[src/hw/rtl/ptw_pkg.sv]
// shared types and constants of the short-descriptor table walker
// used by the controller, the datapath, the top level and the checker
package ptw_pkg;

	localparam int unsigned STORE_WORDS_DEF = 16384;
	localparam int unsigned L1_BASE_W       = 14;
	localparam int unsigned WIDX_W          = 14;
	localparam int unsigned CFG_AW          = 3;

	// register index taken from paddr[CFG_AW-1:2]
	localparam logic [CFG_AW-3:0] REG_L1_BASE = 1'b0;

	typedef enum logic {
		OP_WRITE     = 1'b0,
		OP_TRANSLATE = 1'b1
	} ptw_op_t;

	typedef enum logic [2:0] {
		KIND_FAULT   = 3'd0,
		KIND_SUPER   = 3'd1,
		KIND_SECTION = 3'd2,
		KIND_LARGE   = 3'd3,
		KIND_SMALL   = 3'd4
	} ptw_kind_t;

	typedef struct packed {
		ptw_op_t            op;
		logic [WIDX_W-1:0]  word_index;
		logic [31:0]        write_data;
		logic [31:0]        virt_addr;
	} ptw_in_t;

	typedef struct packed {
		logic [31:0] phys_addr;
		ptw_kind_t   map_kind;
		logic        fault;
	} ptw_out_t;

	// controller to datapath
	typedef struct packed {
		logic clr;
		logic wr;
		logic rd_l1;
		logic rd_l2;
		logic capture;
	} ptw_cmd_t;

	// datapath to controller
	typedef struct packed {
		logic clr_last;
		logic need_l2;
	} ptw_sts_t;

endpackage

[src/hw/rtl/ptw_ctrl.sv]
// walk sequencer: clear sweep, level one and level two reads, result handoff
// depends on ptw_pkg
module ptw_ctrl (
	input  logic              clk,
	input  logic              arst_n,
	input  logic              req_valid,
	input  ptw_pkg::ptw_op_t  req_op,
	output logic              req_ready,
	output logic              rsp_valid,
	input  logic              rsp_ready,
	output ptw_pkg::ptw_cmd_t cmd,
	input  ptw_pkg::ptw_sts_t sts
);
	import ptw_pkg::*;

	typedef enum logic [2:0] {
		ST_CLEAR,
		ST_IDLE,
		ST_L1,
		ST_L2,
		ST_FIN
	} state_t;

	state_t state_q;
	logic   rsp_valid_q;
	logic   out_free;
	logic   accept;

	always_comb begin
		out_free    = !rsp_valid_q || rsp_ready;
		req_ready   = (state_q == ST_IDLE);
		accept      = req_valid && req_ready;
		cmd.clr     = (state_q == ST_CLEAR);
		cmd.wr      = accept && (req_op == OP_WRITE);
		cmd.rd_l1   = accept && (req_op == OP_TRANSLATE);
		cmd.rd_l2   = (state_q == ST_L1) && sts.need_l2;
		cmd.capture = out_free && (((state_q == ST_L1) && !sts.need_l2) ||
			(state_q == ST_L2) || (state_q == ST_FIN));
	end

	assign rsp_valid = rsp_valid_q;

	always_ff @(posedge clk or negedge arst_n) begin
		if (!arst_n) begin
			state_q     <= ST_CLEAR;
			rsp_valid_q <= 1'b0;
		end else begin
			if (cmd.capture) begin
				rsp_valid_q <= 1'b1;
			end else if (rsp_ready) begin
				rsp_valid_q <= 1'b0;
			end
			unique case (state_q)
				ST_CLEAR: begin
					if (sts.clr_last) state_q <= ST_IDLE;
				end
				ST_IDLE: begin
					if (cmd.rd_l1) state_q <= ST_L1;
				end
				ST_L1: begin
					if (sts.need_l2) state_q <= ST_L2;
					else if (out_free) state_q <= ST_IDLE;
					else state_q <= ST_FIN;
				end
				ST_L2: begin
					state_q <= out_free ? ST_IDLE : ST_FIN;
				end
				ST_FIN: begin
					if (out_free) state_q <= ST_IDLE;
				end
				default: state_q <= ST_CLEAR;
			endcase
		end
	end

endmodule

[config.mk]
export PLATFORM = sky130hd
export DESIGN_NAME = ptw_ctrl
export DESIGN_NICKNAME = d
export VERILOG_FILES = /design/src/hw/rtl/ptw_pkg.sv /design/src/hw/rtl/ptw_ctrl.sv
export SDC_FILE = /design/constraint.sdc
export NUM_CORES = 1
export LEC_CHECK = 0
export BUFFER_PORTS_ARGS = -buffer_cell sky130_fd_sc_hd__buf_2
export CAP_MARGIN = 20
export CELL_PAD_IN_SITES_DETAIL_PLACEMENT = 1
export CELL_PAD_IN_SITES_GLOBAL_PLACEMENT = 1
export CORE_AREA = 2 2 39 41
export CTS_CLUSTER_DIAMETER = 50
export CTS_CLUSTER_SIZE = 14
export DETAILED_ROUTE_END_ITERATION = 16
export DIE_AREA = 0 0 41 43
export PLACE_DENSITY_LB_ADDON = 0.1
export REMOVE_ABC_BUFFERS = 1
export SKIP_CTS_REPAIR_TIMING = 1
export SYNTH_ARGS = -nofsm -noshare
export SYNTH_HDL_FRONTEND = slang
export SYNTH_SLANG_ARGS = --single-unit
[constraint.sdc]
create_clock -name clk -period 1.6 [get_ports clk]
set_input_delay 0.48 -clock clk [delete_from_list [all_inputs] [get_ports clk]]
set_output_delay 0.48 -clock clk [all_outputs]
set_load 0.005 [all_outputs]
==> results.md <==
- Tcrit/Tclk final: 106.9%
- Worst min path class: in2async
- First-pass GRT wire length: 1193 um
- IO Count: 14
- Setup CP Type: reg2out
- Buffers on Ports: 13
- Slew headroom: 83.51%
- R2R Path End: state_q[0]$_DFFE_PN0P_
- Die W: 41 um
- RSZ-0062 raised after global routing: yes
- Gr usage total: 10.47%
- Met2 WL post-DR: 365 um
- Root Buffer: clkbuf_4
- H-tree depth: 1
- Ys Warns: 0
- DR vias/cell: 4.455
- Final setup margin: -0.1107 ns
- Starting Density: 19.17%
- Max Clock Skew: 0.001765 ns
- CTS tree: yes
- Core ar.: 1384 um2
- Overflow left after global routing: 0
- Post-route ant nets: 0
- Post-synth top area share: 37.74%
- Iter 0 DRT Violations: 5
- Pin count of the biggest net entering global routing: 8
- Final #Nets: 59
- Initial antenna violation count: 0
- Critical Path Sink Type: primary output
- RR Startpoint: state_q[0]$_DFFE_PN0P_
- CTS Sinks: 4
- Die footprint: 1763 um2
- Final hold vios: 0
- Leakage power: 0.2331 nW
- Cells along the critical path: buf_4 > a31oi_4 > a21oi_2 > buf_2
- DRT met1 WL: 343 um
- Critical path buffer and inverter count: 2
- Clk buf depth: 2
- Post-synthesis cell type count: 19
- Area leader, netlist: dfrtp_1
- Crit path max fanout: 5
- Wire per inst: 11.56 um
- Die Height: 43 um
- Fin cells: 66
- Post-Syn Instances: 30
- Synth Register Bits: 4
- Share of cells above drive strength 1: 64.00%
- Clock insertion delay at the later pin of the skew report: 0.23 ns
- CP startpoint kind: flip-flop
- Inst Count DP: 59
- Actual slew at the worst max-slew pin: 0.2439 ns
- WP data arrival: 1.23 ns
- Final setup viols: 5
- Antenna diodes: 0
- Drt total wl: 763 um
- Violated checks: setup timing
- Synth Cell Area: 265.3 um2
- Max-capacitance violation count: 0
- R2r setup slk: 0.29 ns
- Post-Place Worst Slack: -0.02793 ns
- Crit path time final: 1.711 ns
- Max Clk Rate: 584.5 MHz
- Pwr dens: 1472 nW/um2
- Final HPWL DP: 563.4 um
- Fin Setup TNS: -0.2933 ns
- Reg clk slew, reported paths: 0.04 ns
- Seq/Total Area, Yosys: 37.74%
- Highest routed layer: met3
- Vias in the first global route: 269
- Crit-path slowest cell: dfrtp_2
- Wire length on met3: 53 um
- DRC Markers: 0
- Fin. max-slew vios: 0
- Reg2Reg Depth: 4
- Critical Path RT: 1.12 ns
- Row count: 14
- TritonCTS Buffers: 3
- Top cells by area, synth: dfrtp_1 (38%), nor3b_1 (5.7%), nand2b_4 (5.2%), nor2b_4 (5.2%), nand2_1 (4.2%)
- Worst stage delay on the critical path: 0.46 ns
- Worst path top cell family by delay: flip-flops
- DR vias: 294
- Avg Inst Size Synth: 8.842 um2
- GPL Wtd Cong: 0.6679
- Area grow syn2layout: 69.34%
- Post-layout util: 32.46%
- TritonRoute pass-1 iters: 2
- Status: finished, violations left
- Maximum VDD drop: 0.5474 mV
==> worst register-to-register path, cell delays in order, from the launching register on <==
cell and delay (ns):
dfrtp_2 0.45, nor2b_4 0.14, buf_4 0.13, a22o_1 0.19, a211o_1 0.29
==> worst max path at each step <==
stage / from / endpoint / slack, ns / cells past startpoint
global placement: sts[0] / cmd[0] / -0.006 / 5
detailed placement: sts[0] / cmd[0] / -0.03 / 5
CTS: state_q[0]$_DFFE_PN0P_ / cmd[0] / -0.23 / 4
floorplan: state_q[1]$_DFFE_PN0P_ / cmd[3] / 0.23 / 3
finish: state_q[1]$_DFFE_PN0P_ / cmd[0] / -0.11 / 4
global route: state_q[1]$_DFFE_PN0P_ / cmd[0] / -0.19 / 4
==> through the flow <==
stage / hold WS (ns) / instance area (um2) / total power [mW]
2_1_floorplan: 0.1844 / 257.7 / 0.3250
3_3_place_gp: 0.2865 / 350.3 / 0.4257
3_5_place_dp: 0.2882 / 350.3 / 0.4323
4_1_cts: 0.03849 / 372.9 / 0.5628
5_1_grt: 0.03413 / 449.2 / 0.7237
6_report: 0.04345 / 449.2 / 0.6612
==> layout by cell type, fill, tap and decap left out, types with 2 or more instances in the layout <==
master / n
clkbuf_4: 3
nor2_1: 3
dfrtp_2: 3
nand2_1: 3
inv_1: 2
buf_4: 5
nor3_1: 2
buf_2: 13
nand2b_4: 2
==> kinds of logic after synthesis <==
| family | Yosys count | synth area share, % |
|---|---|---|
| and+or+nand+nor | 16 | 38.68 |
| AOI/OAI and AO/OA | 5 | 12.74 |
| DFF | 4 | 37.74 |
| buffers and inverters | 4 | 7.076 |
| muxes | 1 | 3.774 |
==> routing by layer <==
| metal | track usage [%] | vias up |
|---|---|---|
| li1 | - | 144 |
| met1 | 14.94 | 138 |
| met2 | 12.19 | 12 |
| met3 | 8.377 | 0 |
| met4 | 2.000 | 0 |
| met5 | 0 | - |
==> area by class of cell <==
cell class              instances  area [um2]
clock buffers                   3       22.52
well taps                      16       20.02
flip-flops and latches          4       103.9
inverters                       3       11.26
fillers                       167       934.6
repair buffers                 18       102.6
multi-input cells              22       188.9
==> state kept, by name (all words and copies together) (netlist names) <==
register / flops
state_q: 3
rsp_valid: 1
==> synth_stat cells (all sizes together) <==
| master | number |
|---|---|
| dfrtp | 4 |
| inv | 3 |
| nand2 | 3 |
| nor2 | 3 |
| a21oi | 2 |
| nand2b | 2 |
| nor3 | 2 |
| nor3b | 2 |
| a211o | 1 |
| a22o | 1 |
| a31oi | 1 |
| buf | 1 |
| mux2i | 1 |
| nand3 | 1 |
| nand3b | 1 |
| nor2b | 1 |
| nor4b | 1 |
==> report_power, final <==
group | leakage, nW | switching (mW) | total [mW] | internal [mW]
Sequential | 0.0476 | 0.0633 | 0.201 | 0.137
Clock | 0.0138 | 0.0399 | 0.124 | 0.0838
Combinational | 0.172 | 0.133 | 0.337 | 0.204
Total | 0.233 | 0.236 | 0.661 | 0.425
Note: power is estimated with default switching activity, not from simulation.
